[config.mk]
export PLATFORM = sky130hd
export DESIGN_NAME = sglr_lane
export DESIGN_NICKNAME = d
export VERILOG_FILES = /design/src/rtl/sglr_pkg.sv /design/src/rtl/sglr_lane.sv
export SDC_FILE = /design/constraint.sdc
export NUM_CORES = 2
export LEC_CHECK = 0
export BUFFER_PORTS_ARGS = -buffer_cell sky130_fd_sc_hd__buf_2
export CORE_UTILIZATION = 45
export DETAILED_ROUTE_END_ITERATION = 16
export GPL_TIMING_DRIVEN = 0
export MAX_ROUTING_LAYER = met4
export PLACE_DENSITY = 0.7
export SYNTH_ARGS = -nofsm -noshare
export SYNTH_HDL_FRONTEND = slang
export SYNTH_SLANG_ARGS = --single-unit
[constraint.sdc]
create_clock -name i_clk -period 12.57 [get_ports i_clk]
set_input_delay 0.6285 -clock i_clk [delete_from_list [all_inputs] [get_ports i_clk]]
set_output_delay 0.6285 -clock i_clk [all_outputs]
set_load 0.02 [all_outputs]
[src/rtl/sglr_pkg.sv]
// Package: shared types and constants for the SGD linear regression update core.
`timescale 1ns / 1ps
`default_nettype none
package sglr_pkg;
    localparam int unsigned FEATURE_FIELDS = 8;
    localparam int unsigned DATA_W = 32;
    localparam int unsigned ERR_W = 63;
    localparam int unsigned IDX_W = 4;
    localparam int unsigned RATE_W = 16;
    localparam int unsigned CNT_W = 4;
    localparam int unsigned EPS_W = 32;
    // rounded products and the residual sum are carried at this width
    localparam int unsigned SUM_W = 64;
    localparam logic [1:0] REG_RATE = 2'd0;
    localparam logic [1:0] REG_COUNT = 2'd1;
    localparam logic [1:0] REG_EPS = 2'd2;

    typedef struct packed {
        logic signed [DATA_W-1:0] feature_1;
        logic signed [DATA_W-1:0] feature_2;
        logic signed [DATA_W-1:0] feature_3;
        logic signed [DATA_W-1:0] feature_4;
        logic signed [DATA_W-1:0] feature_5;
        logic signed [DATA_W-1:0] feature_6;
        logic signed [DATA_W-1:0] feature_7;
        logic signed [DATA_W-1:0] feature_8;
        logic signed [DATA_W-1:0] target_y;
    } t_sample;

    typedef struct packed {
        logic [IDX_W-1:0]         weight_index;
        logic signed [DATA_W-1:0] weight_value;
        logic [ERR_W-1:0]         sample_error;
        logic                     converged;
        logic                     last_of_run;
    } t_result;

    typedef struct packed {
        logic [1:0]        index;
        logic [EPS_W-1:0]  data;
    } t_cfg;

    // lane control: which phase the lanes compute
    typedef struct packed {
        logic                     upd;   // 1: weight update, 0: product
        logic signed [DATA_W-1:0] grad;
    } t_lane_ctl;

    function automatic logic signed [DATA_W-1:0] sat32(input logic signed [65:0] v);
        if (v > 66'sd2147483647) return 32'sh7fffffff;
        if (v < -66'sd2147483648) return 32'sh80000000;
        return v[DATA_W-1:0];
    endfunction
endpackage
`default_nettype wire

[src/rtl/sglr_lane.sv]
// Lane: one weight, forms its rounded product and its update, registered.
`timescale 1ns / 1ps
`default_nettype none
module sglr_lane
    import sglr_pkg::*;
#(
    parameter int FRAC_BITS = 16
) (
    input  wire                      i_clk,
    input  wire                      i_rst_n,
    input  wire                      i_en,
    input  wire                      i_used,
    input  t_lane_ctl                i_ctl,
    input  wire signed [DATA_W-1:0]  i_x,
    input  wire signed [DATA_W-1:0]  i_w,
    output logic signed [SUM_W-1:0]  o_prod,
    output logic signed [DATA_W-1:0] o_w_new
);
    logic signed [DATA_W-1:0] w_mul;
    logic signed [63:0]       prod;
    logic signed [64:0]       rnd;
    logic signed [SUM_W-1:0]  r_prod;
    logic signed [DATA_W-1:0] r_w_new;

    // one shared 32x32 multiplier: weight*x or grad*x
    assign w_mul = i_ctl.upd ? i_ctl.grad : i_w;
    assign prod  = w_mul * i_x;
    assign rnd   = ($signed({prod[63], prod}) + (65'sd1 <<< (FRAC_BITS - 1))) >>> FRAC_BITS;

    always_ff @(posedge i_clk) begin
        if (!i_rst_n) begin
            r_prod  <= '0;
            r_w_new <= '0;
        end else if (i_en) begin
            if (!i_used) begin
                r_prod  <= '0;
                r_w_new <= i_w;
            end else if (i_ctl.upd) begin
                r_w_new <= sat32(66'(i_w) + 66'(rnd));
            end else begin
                // |w*x| <= 2^62 so the rounded value fits in 64 bits
                r_prod <= rnd[SUM_W-1:0];
            end
        end
    end
    assign o_prod  = r_prod;
    assign o_w_new = r_w_new;
endmodule
`default_nettype wire

==> reports/results.tsv <==
stage	metric	value	unit
die	Starting Density	45.4	%
setup_path	Crit path top cell by count	fa_1	
setup_path	Setup crit end kind	flip-flop	
cts	Hold-fix buffers, CTS	0	
sta	Slew Viols, Final	0	
place	DP HPWL	125	mm
global_route	antenna violations before repair	7	
job	MaxCap Viol Count	0	
place	cell area after placement	45700	sq um
setup_path	Reg-to-Reg Start	o_prod[62]	
yosys	synth unique cells	84	
die	I/O pin count	197	
yosys	Yosys top cell area share	50.7	%
place	gpl congestion	1.02	
cts	root buffer cell	clkbuf_16	
setup_path	Critical path origin	i_ctl[32]	
die	Die X	311	um
die	Die Y	311	um
cells_and_area	Area growth, synth to finish	8.18	%
die	Rows	113	
yosys	Mapped Area	43100	sq um
global_route	grt ovf	0	
yosys	sequential area share after synthesis	3.76	%
sta	Tmin final	12.25	ns
global_route	pin count of the biggest net entering global routing	23	
place	number of port buffers	194	
yosys	dominant cell type by area after synthesis	fa_1	
yosys	top-count cell post-synth	fa_1	
worst_hold_path	min-delay src	o_w_new[30]	
yosys	synthesis-stage register bit count	81	
yosys	Post-synth EDFFs	0	
yosys	top cells by instance count after synthesis	1091 x fa_1, 1022 x inv_1, 649 x nand2_1	
setup_path	CP max FO	10	
sta	fmax	81.6	MHz
setup_path	critical path required time	12.87	ns
sta	Final Hold Viols	0	
worst_hold_path	hold crit path type	reg -> reg	
cts	CTS buffer count	9	
sta	setup TNS	0	ns
cts	Num Clock Sinks	81	
cells_and_area	share of cells above drive strength 1	10.1	%
sta	skew final	0	ns
cells_and_area	final net count	6365	
global_route	vias in the first global route	35600	
status	failing checks	design-rule violations	
yosys	dominant cells by area after synthesis	fa_1 51%, inv_1 8.9%, ha_1 6.6%, and2_1 6.6%, nand2_1 5.7%	
setup_path	Worst EP arrival	12.55	ns
global_route	first-pass GRT wire length	220	mm
yosys	Syn Inst Count	4718	
detailed_routing	initial drt markers	3202	
cts	TritonCTS clock tree	built	
setup_path	nature of the critical path startpoint	input pin	
setup_path	CP Buf/Inv Count	10	
die	Core Region	94900	sq um
sta	Slew HR	7.41	%
yosys	Syn Area/Cell	9.13	sq um
cts	H-tree levels	3	
status	status	complete, but fails checks	
setup_path	worst setup path category	in -> reg	
sta	Worst-Margin Slew	1.37	ns
detailed_routing	routed len/inst	23.4	um
yosys	prevailing post-synth register cell	dfxtp_1	
setup_path	slowest CP cell	fa_1	
setup_path	family with the most delay on the worst path	adder cells	
sta	Setup violations, final	0	
yosys	Mapped Nets	6139	
yosys	yosys warns	0	
global_route	All-Layer GR Usage	31.5	%
yosys	asr flop ratio synth	0	%
cts	CTS Buffer Depth	2	
sta	Tcrit/Tclk final	97.5	%
cells_and_area	design area	46600	sq um
cts	Clock Latency Late Sink	0.36	ns
cts	Worst-path clk slew	0.06	ns
cells_and_area	fin util	49.1	%
detailed_routing	DR vias	34400	
detailed_routing	vias per cell	5.53	
cells_and_area	fillers	8992	
detailed_routing	Routed Antenna Nets	0	
die	DIE AREA	97000	sq um
setup_path	slowest stage delay, CP	0.59	ns
detailed_routing	DRC violations left	4	
detailed_routing	first-pass detailed-route iteration total	12	
detailed_routing	wirelength, routed	146	mm
[cells in the final DEF (no fill, tap or decap), types with 10 or more instances in the layout]
cell type	n
a21o_1	46
a31oi_1	10
clkbuf_2	45
a211oi_1	16
buf_2	208
fa_1	1085
ha_1	228
o21bai_1	15
a22oi_1	29
nor2b_1	52
o21ai_1	17
nand2_1	649
nor2_1	75
buf_4	38
o211ai_1	13
a21oi_1	96
a22o_1	21
o21ai_0	80
nor3_1	18
or2_2	16
o21ai_2	32
and2_1	453
mux2_2	31
dfxtp_1	81
and3_1	11
xor2_1	35
clkbuf_16	11
clkbuf_1	187
xnor2_1	51
nand4_1	36
inv_1	1021
a22oi_2	31
nand3_1	27
[flip-flops by register name (all words and copies together), names as in the netlist]
name	count
o_prod	49
o_w_new	32
[worst register-to-register path: stages (launching register included)]
cell and delay (ns):
dfxtp_1 0.65, a22oi_1 0.16, o21ai_0 0.10
[through the flow]
stage	instances	setup slack, ns	hold slack (ns)
floorplan	4718	1.05	0.517
global placement	6177	-2.11	0.429
detailed placement	6178	-1.99	0.440
CTS	6200	0.00160	0.454
global route	6217	-0.00110	0.469
finish	6220	0.320	0.453
[cell families (layout without fill, tap and decap cells)]
kind of cell	after synthesis	in the layout	share of synthesized area, %
AO/OA/AOI/OAI	488	488	8.12
XOR/XNOR	95	95	1.93
adder cells (fa/ha/maj)	1320	1320	57.3
buffers and inverters	1301	1531	11.6
flip-flops	81	81	3.76
multiplexers	40	40	1.02
other	0	7	0
AND/OR/NAND/NOR	1393	1393	16.2
[cell type report]
cell class | instances | area (sq um) | area share, %
inverter | 1022 | 3840 | 8.24
timing repair buffer | 218 | 1210 | 2.60
multi-input combinational | 3336 | 36700 | 78.8
clock inverter | 5 | 105 | 0.225
antenna | 7 | 17.5 | 0.0376
buffer | 276 | 1270 | 2.72
tap | 1265 | 1580 | 3.39
sequential | 81 | 1620 | 3.48
clock buffer | 10 | 229 | 0.491
[metal layers]
metal,global-route usage (%),share of wire (%),vias up
met5,-,0,-
met4,17.0,6.9,0
met3,6.10,9.6,448
met2,47.0,45,1750
met1,40.4,39,17600
li1,-,-,14600
[path summary, 6_finish.rpt]
check | endpoint | slack [ns] | depth (start not counted)
min | o_w_new[30] | 0.45 | 2
max reg2reg | o_prod[62] | 11.58 | 2
max | o_w_new[29] | 0.32 | 44
min reg2reg | o_w_new[30] | 0.45 | 2
[what timing repair did]
action | in CTS | in global routing
setup buffers | 7 | 14
pin swaps | 3 | 12
setup endpoints to repair | 32 | 32
gates cloned | 0 | 2
resized for setup | 42 | 112
Power is left out: the tool's default activity adds up to more than one toggle a clock period on the data nets, which glitch-free logic cannot reach.
