[config.mk]
export PLATFORM = sky130hd
export DESIGN_NAME = sglr_merge
export DESIGN_NICKNAME = d
export VERILOG_FILES = /design/src/rtl/sglr_pkg.sv /design/src/rtl/sglr_merge.sv
export SDC_FILE = /design/constraint.sdc
export NUM_CORES = 1
export LEC_CHECK = 0
export CAP_MARGIN = 20
export CORE_AREA = 2 2 248 250
export DETAILED_ROUTE_END_ITERATION = 10
export DIE_AREA = 0 0 250 252
export DONT_BUFFER_PORTS = 1
export HOLD_SLACK_MARGIN = 0.02
export PLACE_DENSITY = 0.56
export SLEW_MARGIN = 20
export SYNTH_ARGS = -nofsm -noshare
export SYNTH_HDL_FRONTEND = slang
export SYNTH_SLANG_ARGS = --single-unit
[constraint.sdc]
create_clock -name i_clk -period 7 [get_ports i_clk]
set_clock_uncertainty 0.05 [all_clocks]
set_input_delay 1.4 -clock i_clk [delete_from_list [all_inputs] [get_ports i_clk]]
set_output_delay 1.4 -clock i_clk [all_outputs]
set_load 0.1 [all_outputs]
[src/rtl/sglr_pkg.sv]
// Package: shared types and constants for the SGD linear regression update core.
`timescale 1ns / 1ps
`default_nettype none
package sglr_pkg;
    localparam int unsigned FEATURE_FIELDS = 8;
    localparam int unsigned DATA_W = 32;
    localparam int unsigned ERR_W = 63;
    localparam int unsigned IDX_W = 4;
    localparam int unsigned RATE_W = 16;
    localparam int unsigned CNT_W = 4;
    localparam int unsigned EPS_W = 32;
    // rounded products and the residual sum are carried at this width
    localparam int unsigned SUM_W = 64;
    localparam logic [1:0] REG_RATE = 2'd0;
    localparam logic [1:0] REG_COUNT = 2'd1;
    localparam logic [1:0] REG_EPS = 2'd2;

    typedef struct packed {
        logic signed [DATA_W-1:0] feature_1;
        logic signed [DATA_W-1:0] feature_2;
        logic signed [DATA_W-1:0] feature_3;
        logic signed [DATA_W-1:0] feature_4;
        logic signed [DATA_W-1:0] feature_5;
        logic signed [DATA_W-1:0] feature_6;
        logic signed [DATA_W-1:0] feature_7;
        logic signed [DATA_W-1:0] feature_8;
        logic signed [DATA_W-1:0] target_y;
    } t_sample;

    typedef struct packed {
        logic [IDX_W-1:0]         weight_index;
        logic signed [DATA_W-1:0] weight_value;
        logic [ERR_W-1:0]         sample_error;
        logic                     converged;
        logic                     last_of_run;
    } t_result;

    typedef struct packed {
        logic [1:0]        index;
        logic [EPS_W-1:0]  data;
    } t_cfg;

    // lane control: which phase the lanes compute
    typedef struct packed {
        logic                     upd;   // 1: weight update, 0: product
        logic signed [DATA_W-1:0] grad;
    } t_lane_ctl;

    function automatic logic signed [DATA_W-1:0] sat32(input logic signed [65:0] v);
        if (v > 66'sd2147483647) return 32'sh7fffffff;
        if (v < -66'sd2147483648) return 32'sh80000000;
        return v[DATA_W-1:0];
    endfunction
endpackage
`default_nettype wire

[src/rtl/sglr_merge.sv]
// Merge: adder tree over lane products, residual against target.
`timescale 1ns / 1ps
`default_nettype none
module sglr_merge
    import sglr_pkg::*;
#(
    parameter int LANES = 8
) (
    input  wire                     i_clk,
    input  wire                     i_en,
    input  wire signed [SUM_W-1:0]  i_prod [LANES],
    input  wire signed [DATA_W-1:0] i_y,
    input  wire signed [DATA_W-1:0] i_w0,
    output logic signed [SUM_W-1:0] o_res
);
    logic signed [SUM_W-1:0] sum;
    logic signed [SUM_W-1:0] r_res;
    always_comb begin
        sum = SUM_W'(i_y) - SUM_W'(i_w0);
        for (int i = 0; i < LANES; i++) sum = sum - i_prod[i];
    end
    always_ff @(posedge i_clk) begin
        if (i_en) r_res <= sum;
    end
    assign o_res = r_res;
endmodule
`default_nettype wire

==> summary.txt, run 1 <==
Run status
  • Run status: completed

Drt
  • Routed length per instance: 19.4 um
  • DR pass1 iterations: 5
  • Post-DRT Antenna Nets: 0
  • DRC Markers: 0
  • First-iteration detailed-routing DRC count: 562
  • Mean number of vias per cell: 4.45
  • Total vias in the final route: around 12000
  • Final Routed Wirelength: 51000 um

Yosys
  • Main area contributors after synthesis: fa_1 (55%), inv_1 (14%), edfxtp_1 (11%)
  • Warning count from the yosys run: 0
  • Most numerous cell in the Yosys netlist: inv_1
  • Top cell type's share of synthesized area: a little over half
  • Number of distinct library cells after synthesis: 62
  • Post-synth design cell area: 18300 sq um
  • Synthesized netlist net count: 2928
  • Synth area leader: fa_1
  • Avg Synthesized Cell Area: 10.2 sq um
  • Post-synth EDFFs: 64
  • Predominant post-synthesis flop cell: edfxtp_1
  • Async S/R FF share, synth: 0%
  • Top cells by instance count after synthesis: inv_1 (664), fa_1 (500), a21oi_1 (77), ha_1 (66), edfxtp_1 (64)
  • Post-Syn Instances: about 1800
  • Synthesis-stage register bit count: 64
  • Part of the Yosys area used for sequential elements: 10.5%

STA
  • Setup ws final: 0.272 ns
  • Final TNS setup: 0 ns
  • Hold violation count in the final report: 0
  • Maximum clock rate: 149 MHz
  • Period utilisation layout: a little over nine tenths
  • Max-slew violation count: 0
  • RSZ-0062 raised after global routing: false
  • Slew margin rel.: 32.4%
  • Final critical path time including I/O delays and setup: 6.73 ns
  • Setup-violating endpoint count in the final report: 0
  • Measured slew at the worst slew-check pin: 1.02 ns

Placement
  • Final GP Congestion: 0.844
  • Final HPWL from detailed placement: 48200 um
  • Total of buffers placed on input and output ports: 0
  • Post-Place Worst Slack: -0.209 ns
  • Area post-placement: 19700 sq um

Global routing
  • Wire length of the first global-routing pass: 79100 um
  • Maximum number of pins on one net before global-route repair: between 60 and 70
  • Vias in the first global route: 14200
  • Sum of overflow across all layers after global routing: 0
  • Overall global routing resource usage: 16.6%
  • Antenna violations before repair: 3

Setup path
  • Dominant cell type by count on the critical path: fa_1
  • Buffer and inverter count on the worst path: 5
  • Required time of the worst setup path: 7.03 ns
  • Max stage delay on crit path: 0.66 ns
  • Critical path cell sequence: fa_1, inv_1, fa_1, fa_1, inv_1, fa_1, fa_1, inv_1, fa_1, a21o_1, a31o_2, buf_4, a21oi_2, o31a_1, o41ai_4, a31o_2, a211oi_2, buf_4, a21oi_1, o311a_1
  • Critical path class: primary input to flip-flop
  • Maximum fanout count along the critical path: 5
  • Cell family with the largest share of critical-path delay: adder cells
  • CP endpoint kind: flip-flop
  • Sort of element at the start of the critical path: primary input
  • Arrival time at the worst endpoint: between 6 and 7 ns
  • Max stage delay cell, worst path: fa_1

Cells and area
  • Design Area, Final: 20000 sq um
  • Layout overhead on the synthesized area: 9.32%
  • Net count, final: 2984
  • Fraction of layout cells with a size suffix above 1: 5.15%
  • Number of flip-flops under the largest register name: 64
  • Utilization after layout: 33.2%

Floorplan
  • Starting density of the core: 30.4%
  • Area of the die: around 63000 sq um
  • Cell row count: 90
  • DIE HEIGHT: 252 um
  • Core region area: 60100 sq um
  • I/O pin count: between 600 and 700
  • Horizontal extent of the die: 250 um

Worst hold path
  • Min-delay worst type: primary input to flip-flop

Clock tree
  • Maximum buffer depth of the clock tree: 2
  • Hold bufs inserted after CTS: 0
  • CTS Buf Count: 9
  • Clk slew on worst S/H paths: 0.06 ns
  • Clock tree from TritonCTS: done
  • Number of buffers inserted by post-CTS setup repair: 0
  • Cell at the root of the clock tree: clkbuf_16
  • H-tree depth: 3
  • Number of sinks driven by the clock tree: 64

Run
  • Max-capacitance violation count: 0
worst paths after layout:
path,start,endpoint,slack [ns],depth (start not counted)
max,i_prod[1],o_res[58]$_DFFE_PP_,0.27,20
min,i_en,o_res[23]$_DFFE_PP_,1.14,0
per-layer routing:
| metal | track usage [%] | wire length [um] | up-vias |
|---|---|---|---|
| met5 | 0 | 13 | - |
| met4 | 5.13 | 1470 | 2 |
| met3 | 3.25 | 2840 | 58 |
| met2 | 29.6 | 26300 | 383 |
| met1 | 20.2 | 20400 | 5970 |
| li1 | - | - | 5296 |
through the flow:
step / cells / hold slack [ns]
finish: 2629 / 1.14
floorplan: 1784 / 1.46
global placement: 2611 / 1.48
CTS: 2627 / 1.11
detailed placement: 2611 / 1.48
global route: 2629 / 1.11
cell type report:
class | instances | area (sq um)
clock buffers | 10 | 229
clock inverters | 6 | 36.3
repair buffers | 66 | 520
diodes | 2 | 5.00
multi-input cells | 1035 | 13800
inverters | 664 | 2500
well taps | 782 | 978
flip-flops and latches | 64 | 1920
fillers | 6154 | 40200
cells by family (layout without fill, tap and decap cells):
group | after synthesis | in the layout | synth area share [%]
buf+inv | 685 | 746 | 14.1
fa+ha+maj | 566 | 566 | 59.3
compound gates | 223 | 223 | 7.87
simple gates | 166 | 166 | 4.30
xor+xnor | 80 | 80 | 3.84
flops | 64 | 64 | 10.5
other cells | 0 | 2 | 0
cells in the final DEF (no fill, tap or decap), types with 3 or more instances in the layout:
cell | netlist | routed
nand4_1 | 11 | 11
and4_1 | 3 | 3
nand2b_1 | 3 | 3
a31oi_1 | 12 | 12
nor3_1 | 6 | 6
buf_4 | 0 | 64
clkbuf_16 | 0 | 9
a211o_1 | 4 | 4
o21bai_1 | 9 | 8
edfxtp_1 | 64 | 64
a21o_1 | 25 | 25
o211ai_1 | 4 | 4
nand3_1 | 18 | 18
a21oi_1 | 77 | 77
o21ai_0 | 44 | 44
clkinvlp_4 | 0 | 3
nor2_1 | 32 | 32
xnor2_1 | 52 | 52
a31o_2 | 5 | 5
o21a_1 | 7 | 7
nand2_1 | 62 | 62
a21boi_0 | 3 | 3
and3_1 | 9 | 9
xor2_1 | 28 | 28
nor2b_1 | 7 | 7
and2_1 | 7 | 7
fa_1 | 500 | 500
a211oi_1 | 3 | 3
inv_1 | 664 | 662
ha_1 | 66 | 66
timing repair:
action                                  in CTS  in global routing
endpoints found under the hold margin        0                  0
endpoints found under the setup margin       0                  3
resized for setup                            0                  2
Power of run 1 is left out: the tool's default activity adds up to more than one toggle a clock period on the data nets, which glitch-free logic cannot reach.
==> run 2: changes to the inputs <==
PLACE_DENSITY = 0.55   (was 0.56)
REMOVE_ABC_BUFFERS = 1   (was unset)
clock period = 7.35 ns   (was 7 ns; I/O delays follow)
==> run 2 against run 1 <==
Compared with the run above: non-clock buffer count shrank 30; first-iteration DRC count down 14%; count of clock-buffer cells in the layout down 1; critical endpoint unchanged; highest routed layer unchanged.
==> summary.txt, run 2 (same netlist as run 1, synthesis figures left out) <==
Placement
  • Post-Place Worst Slack: 0.0264 ns (was -0.209 ns)
  • Final GP Congestion: 0.947 (was 0.844)
  • Area post-placement: 19400 sq um (was 19700 sq um)
  • Total of buffers placed on input and output ports: 0 (unchanged)
  • Final HPWL from detailed placement: 47600 um (was 48200 um)
  • Number of instances in the placed design: 2581 (was 2611)

Global routing
  • Vias in the first global route: 13900 (was 14200)
  • Maximum number of pins on one net before global-route repair: 65 (unchanged)
  • GR met3 Demand/Resource: 2.98% (was 3.25%)
  • GR Util met1: 20.1% (was 20.2%)
  • Wire length of the first global-routing pass: 78800 um (was 79100 um)
  • Sum of overflow across all layers after global routing: 0 (unchanged)
  • Overall global routing resource usage: 16.4% (was 16.6%)
  • Global-route track usage on met2: 30.1% (was 29.6%)
  • Antenna violations before repair: 3 (unchanged)
  • Global-route layer with the greatest usage: met2 (unchanged)

Clock tree
  • Number of sinks driven by the clock tree: 64 (unchanged)
  • Post-cts repair resize count: 0 (unchanged)
  • CTS Buf Count: 9 (unchanged)
  • Number of buffers inserted by post-CTS setup repair: 0 (unchanged)
  • Clk slew on worst S/H paths: 0.07 ns (was 0.06 ns)
  • Cell at the root of the clock tree: clkbuf_16 (unchanged)
  • Hold bufs inserted after CTS: 0 (unchanged)
  • Maximum buffer depth of the clock tree: 2 (unchanged)
  • H-tree depth: 3 (unchanged)
  • Clock tree from TritonCTS: done (unchanged)

Floorplan
  • Cell row count: 90 (unchanged)
  • DIE HEIGHT: 252 um (unchanged)
  • Horizontal extent of the die: 250 um (unchanged)
  • Area of the die: 63000 sq um (unchanged)
  • I/O pin count: 642 (unchanged)
  • Starting density of the core: 30.4% (unchanged)
  • Core region area: 60100 sq um (unchanged)

Drt
  • Total vias in the final route: 11500 (was 11700)
  • Final Routed Wirelength: 50700 um (was 51000 um)
  • First-iteration detailed-routing DRC count: 482 (was 562)
  • Routed length per instance: 19.5 um (was 19.4 um)
  • Post-DRT Antenna Nets: 0 (unchanged)
  • DR pass1 iterations: 5 (unchanged)
  • DRC Markers: 0 (unchanged)
  • Mean number of vias per cell: 4.44 (was 4.45)

Cells and area
  • Net count, final: 2954 (was 2984)
  • Most common cell after layout, fill and taps aside: inv_1 (unchanged)
  • Design Area, Final: 19800 sq um (was 20000 sq um)
  • Number of flip-flops under the largest register name: 64 (unchanged)
  • Fraction of layout cells with a size suffix above 1: 3.58% (was 5.15%)
  • Commonest cells after routing, fill and taps aside: inv_1 (662), fa_1 (500), a21oi_1 (77) (unchanged)
  • Number of inserted filler cells in the final layout: 6194 (was 6154)
  • Fin cells: 2599 (was 2629)
  • Register cell area after layout: 1920 sq um (unchanged)
  • Multi-input gate area in the final layout: 13800 sq um (about the same)
  • Layout overhead on the synthesized area: 8.22% (was 9.32%)

STA
  • Hold violation count in the final report: 0 (unchanged)
  • Period utilisation layout: slightly above 90%
  • Slew margin rel.: 26.5% (was 32.4%)
  • Max-slew violation count: 0 (unchanged)
  • Final TNS setup: 0 ns (unchanged)
  • RSZ-0062 raised after global routing: false (unchanged)
  • Measured slew at the worst slew-check pin: 1.10 ns (was 1.02 ns)
  • Setup ws final: 0.508 ns (was 0.272 ns)
  • Setup-violating endpoint count in the final report: 0 (unchanged)
  • Maximum clock rate: 146 MHz
  • Final critical path time including I/O delays and setup: ~6.8 ns

Worst hold path
  • Worst hold path endpoint: o_res[23]$_DFFE_PP_ (unchanged)
  • Min-delay worst type: primary input to flip-flop (unchanged)
  • Hold path depth: 0 (unchanged)
  • Hold Path Origin: i_en (unchanged)

Setup path
  • Arrival time at the worst endpoint: 6.91 ns (was 6.76 ns)
  • Critical path class: primary input to flip-flop (unchanged)
  • Sort of element at the start of the critical path: primary input (unchanged)
  • Required time of the worst setup path: 7.42 ns (was 7.03 ns)
  • Maximum fanout count along the critical path: 5 (unchanged)
  • CP endpoint kind: flip-flop (unchanged)

Run status
  • Run status: completed (unchanged)

Run
  • Max-capacitance violation count: 0 (unchanged)
==> run 2: cell types whose count changed in the layout (fill, tap and decap cells not counted), sizes merged <==
cell	before	now
inv	663	664
bufinv	0	2
buf	66	36
clkbuf	10	9
clkinv	4	5
clkinvlp	3	0
==> run 2: metrics by stage <==
step,hold WS [ns],util [%]
2_1_floorplan,1.53,-
3_5_place_dp,1.54,32.3
5_1_grt,1.15,32.9
3_3_place_gp,1.54,32.3
4_1_cts,1.14,32.8
6_report,1.17,32.9
==> run 2: metal layers <==
layer  share of wire (%)  vias to the layer above
met4                 1.6                        2
met3                 5.4                       27
li1                    -                     5238
met2                  53                      361
met5               0.026                        -
met1                  40                     5920
==> run 2: worst max-delay path, stage by stage <==
cell and delay (ns):
fa_1 0.52, inv_1 0.05, fa_1 0.50, fa_1 0.65
inv_1 0.08, fa_1 0.45, fa_1 0.49, inv_1 0.06
fa_1 0.39, a21o_1 0.20, a31o_2 0.26, a21oi_2 0.16
o31a_1 0.21, o41ai_2 0.11, a31o_2 0.33, a211oi_2 0.51
a21oi_1 0.14, o311a_1 0.30
==> run 2: how the worst max path moves through the flow <==
stage,slack [ns],end,start,cells after the start
floorplan,0.25,o_res[56]$_DFFE_PP_,i_w0[31],18
global placement,0.05,o_res[58]$_DFFE_PP_,i_prod[1],18
detailed placement,0.03,o_res[58]$_DFFE_PP_,i_prod[1],18
CTS,0.42,o_res[58]$_DFFE_PP_,i_prod[1],18
global route,0.13,o_res[56]$_DFFE_PP_,i_prod[1],18
finish,0.51,o_res[58]$_DFFE_PP_,i_prod[1],18
==> run 2: area by class of cell <==
| cell class | instances | share of cell area (%) |
|---|---|---|
| inverters | 664 | 12.6 |
| clock buffers | 9 | 1.14 |
| repair buffers | 36 | 1.43 |
| flip-flops and latches | 64 | 9.73 |
| well taps | 782 | 4.95 |
| clock inverters | 7 | 0.481 |
| multi-input cells | 1035 | 69.6 |
| diodes | 2 | 0.0253 |
Power of run 2 is left out for the same reason.
==> run 3: changes to the inputs <==
ABC_AREA = 1   (was unset)
PLACE_DENSITY = 0.59   (was 0.55)
==> run 3 against run 2 <==
Compared with the run above: sequential cell count unchanged; non-clock buffer count fell by 32; final area grew 11%; hold slack better by 0.017 ns; area after synthesis is 13% higher; maximum frequency is 9.8% higher; critical path type unchanged.
==> summary.txt, run 3 <==
Clock tree
  • Number of buffers inserted by post-CTS setup repair: 0 (unchanged)
  • Cell at the root of the clock tree: clkbuf_16 (unchanged)
  • H-tree depth: 3 (unchanged)
  • Clk slew on worst S/H paths: 0.07 ns (about the same)
  • Post-cts repair resize count: 0 (unchanged)
  • Hold bufs inserted after CTS: 0 (unchanged)
  • Clock tree from TritonCTS: done (unchanged)
  • Number of sinks driven by the clock tree: 64 (unchanged)
  • Maximum buffer depth of the clock tree: 2 (unchanged)
  • CTS Buf Count: 9 (unchanged)

Worst hold path
  • Min-delay worst type: primary input to flip-flop (unchanged)
  • Hold path depth: 0 (unchanged)

STA
  • Maximum clock rate: 160 MHz (was 146 MHz)
  • Max-slew violation count: 0 (unchanged)
  • Period utilisation layout: 84.8% (was 93.1%)
  • Hold violation count in the final report: 0 (unchanged)
  • RSZ-0062 raised after global routing: false (unchanged)
  • Final TNS setup: 0 ns (unchanged)
  • Final critical path time including I/O delays and setup: 6.23 ns (was 6.84 ns)
  • Slew margin rel.: 26.4% (was 26.5%)
  • Setup-violating endpoint count in the final report: 0 (unchanged)
  • Measured slew at the worst slew-check pin: 1.11 ns (was 1.10 ns)

Floorplan
  • Starting density of the core: 34.2% (was 30.4%)
  • I/O pin count: 642 (unchanged)
  • DIE HEIGHT: 252 um (unchanged)
  • Horizontal extent of the die: 250 um (unchanged)
  • Cell row count: 90 (unchanged)
  • Core region area: 60100 sq um (unchanged)
  • Area of the die: 63000 sq um (unchanged)

Yosys
  • Post-synth EDFFs: 64 (unchanged)
  • Predominant post-synthesis flop cell: edfxtp_1 (unchanged)
  • Post-Syn Instances: 2477 (was 1784)
  • Async S/R FF share, synth: 0% (unchanged)
  • Main area contributors after synthesis: fa_1 (49%), inv_1 (17%), nand2_1 (9.6%) (was fa_1 (55%), inv_1 (14%), edfxtp_1 (11%))
  • Warning count from the yosys run: 0 (unchanged)
  • Number of distinct library cells after synthesis: 30 (was 62)
  • Top cells by instance count after synthesis: inv_1 (920), nand2_1 (527), fa_1 (500), nand3_1 (73), nor2_1 (71) (was inv_1 (664), fa_1 (500), a21oi_1 (77), ha_1 (66), edfxtp_1 (64))
  • Avg Synthesized Cell Area: 8.30 sq um (was 10.2 sq um)
  • Synthesis-stage register bit count: 64 (unchanged)
  • Top cell type's share of synthesized area: 48.7% (was 54.8%)
  • Synth area leader: fa_1 (unchanged)
  • Most numerous cell in the Yosys netlist: inv_1 (unchanged)
  • Post-synth design cell area: 20600 sq um (was 18300 sq um)
  • Part of the Yosys area used for sequential elements: 9.35% (was 10.5%)

Setup path
  • CP endpoint kind: flip-flop (unchanged)
  • Max stage delay on crit path: 0.58 ns (was 0.65 ns)
  • Required time of the worst setup path: 7.40 ns (was 7.42 ns)
  • Critical path cell sequence: inv_2, buf_4, fa_1, fa_1, fa_1, fa_1, inv_1, fa_1, inv_1, ha_1, nand2_1, nor2_1, nand2_1, nor2_2, nand3_1, o21bai_1, nand4_1, nand2_1 (was fa_1, inv_1, fa_1, fa_1, inv_1, fa_1, fa_1, inv_1, fa_1, a21o_1, a31o_2, a21oi_2, o31a_1, o41ai_2, a31o_2, a211oi_2, a21oi_1, o311a_1)
  • Max stage delay cell, worst path: fa_1 (unchanged)
  • Origin of the worst setup path: i_w0[31] (was i_prod[1])
  • Last element of the critical path: o_res[48]$_DFFE_PP_ (was o_res[58]$_DFFE_PP_)
  • Maximum fanout count along the critical path: 18 (was 5)
  • Critical path class: primary input to flip-flop (unchanged)
  • Dominant cell type by count on the critical path: fa_1 (unchanged)
  • Sort of element at the start of the critical path: primary input (unchanged)
  • Arrival time at the worst endpoint: 6.28 ns (was 6.91 ns)

Cells and area
  • Most common cell after layout, fill and taps aside: inv_1 (unchanged)
  • Number of flip-flops under the largest register name: 64 (unchanged)
  • Layout overhead on the synthesized area: 6.56% (was 8.22%)
  • Number of inserted filler cells in the final layout: 6405 (was 6194)
  • Fraction of layout cells with a size suffix above 1: 4.77% (was 3.58%)
  • Commonest cells after routing, fill and taps aside: inv_1 (918), nand2_1 (527), fa_1 (500) (was inv_1 (662), fa_1 (500), a21oi_1 (77))
  • Net count, final: 3636 (was 2954)

Drt
  • Final Routed Wirelength: 59700 um (was 50700 um)
  • Post-DRT Antenna Nets: 0 (unchanged)
  • DR pass1 iterations: 6 (was 5)
  • DRC Markers: 0 (unchanged)
  • Mean number of vias per cell: 4.40 (was 4.44)
  • Routed length per instance: 18.2 um (was 19.5 um)
  • Total vias in the final route: 14400 (was 11500)
  • First-iteration detailed-routing DRC count: 643 (was 482)

Placement
  • Final GP Congestion: 0.972 (was 0.947)
  • Final HPWL from detailed placement: 56400 um (was 47600 um)
  • Total of buffers placed on input and output ports: 0 (unchanged)

Global routing
  • Antenna violations before repair: 5 (was 3)
  • Vias in the first global route: 15900 (was 13900)
  • Wire length of the first global-routing pass: 90300 um (was 78800 um)
  • Sum of overflow across all layers after global routing: 0 (unchanged)
  • Maximum number of pins on one net before global-route repair: 65 (unchanged)
  • Overall global routing resource usage: 19.3% (was 16.4%)

Run
  • Max-capacitance violation count: 0 (unchanged)

Run status
  • Run status: completed (unchanged)
-- run 3: area by class of cell --
class / count / area, sq um / area share (%)
Antenna cell: 5 / 12.5 / 0.0571
Multi-Input combinational cell: 1487 / 15200 / 69.2
Clock inverter: 5 / 81.3 / 0.371
Inverter: 926 / 3480 / 15.9
Tap cell: 782 / 978 / 4.47
Clock buffer: 11 / 233 / 1.06
Sequential cell: 64 / 1920 / 8.78
Timing Repair Buffer: 4 / 42.5 / 0.194
-- run 3: through the flow --
stage	setup slack [ns]	utilization [%]	instance area [sq um]	instances	hold WS, ns
after floorplan	1.14	-	20600	2477	1.53
after global placement	0.743	35.8	21600	3262	1.56
after detailed placement	0.713	35.9	21600	3263	1.56
after CTS	1.07	36.4	21900	3279	1.18
after global routing	0.878	36.4	21900	3284	1.17
final	1.12	36.4	21900	3284	1.19
-- run 3: worst min-delay path by stage --
| stage | end | startpoint | slack, ns |
|---|---|---|---|
| 2_1_floorplan | o_res[0]$_DFFE_PP_ | i_en | 1.53 |
| 3_3_place_gp | o_res[18]$_DFFE_PP_ | i_en | 1.56 |
| 3_5_place_dp | o_res[18]$_DFFE_PP_ | i_en | 1.56 |
| 4_1_cts | o_res[18]$_DFFE_PP_ | i_en | 1.18 |
| 5_1_grt | o_res[15]$_DFFE_PP_ | i_en | 1.17 |
| 6_report | o_res[18]$_DFFE_PP_ | i_en | 1.19 |
-- run 3: worst max-delay path, delay by kind of cell --
kind / cells / cell delay (ns)
adders and majority gates: 6 / 2.92
buffers and inverters: 4 / 0.81
and+or+nand+nor: 7 / 0.87
AOI/OAI and AO/OA: 1 / 0.21
-- run 3: logic make-up (layout without fill, tap and decap cells) --
logic type | after synthesis | after routing | share of synthesized area, %
fa+ha+maj | 566 | 566 | 52.7
simple gates | 785 | 785 | 16.7
flops | 64 | 64 | 9.35
other cells | 0 | 5 | 0
compound gates | 92 | 92 | 2.45
xor+xnor | 44 | 44 | 1.88
buf+inv | 926 | 946 | 16.9
-- run 3: metal layers --
layer / wire [um] / vias up / GRT usage, % / share of wire (%)
met5: 0 / - / 0 / 0
met4: 1880 / 0 / 6.38 / 3.1
met3: 4140 / 72 / 4.10 / 6.9
met2: 30900 / 488 / 34.8 / 52
met1: 22800 / 6957 / 22.8 / 38
li1: - / 6929 / - / -
Power of run 3 is left out for the same reason.
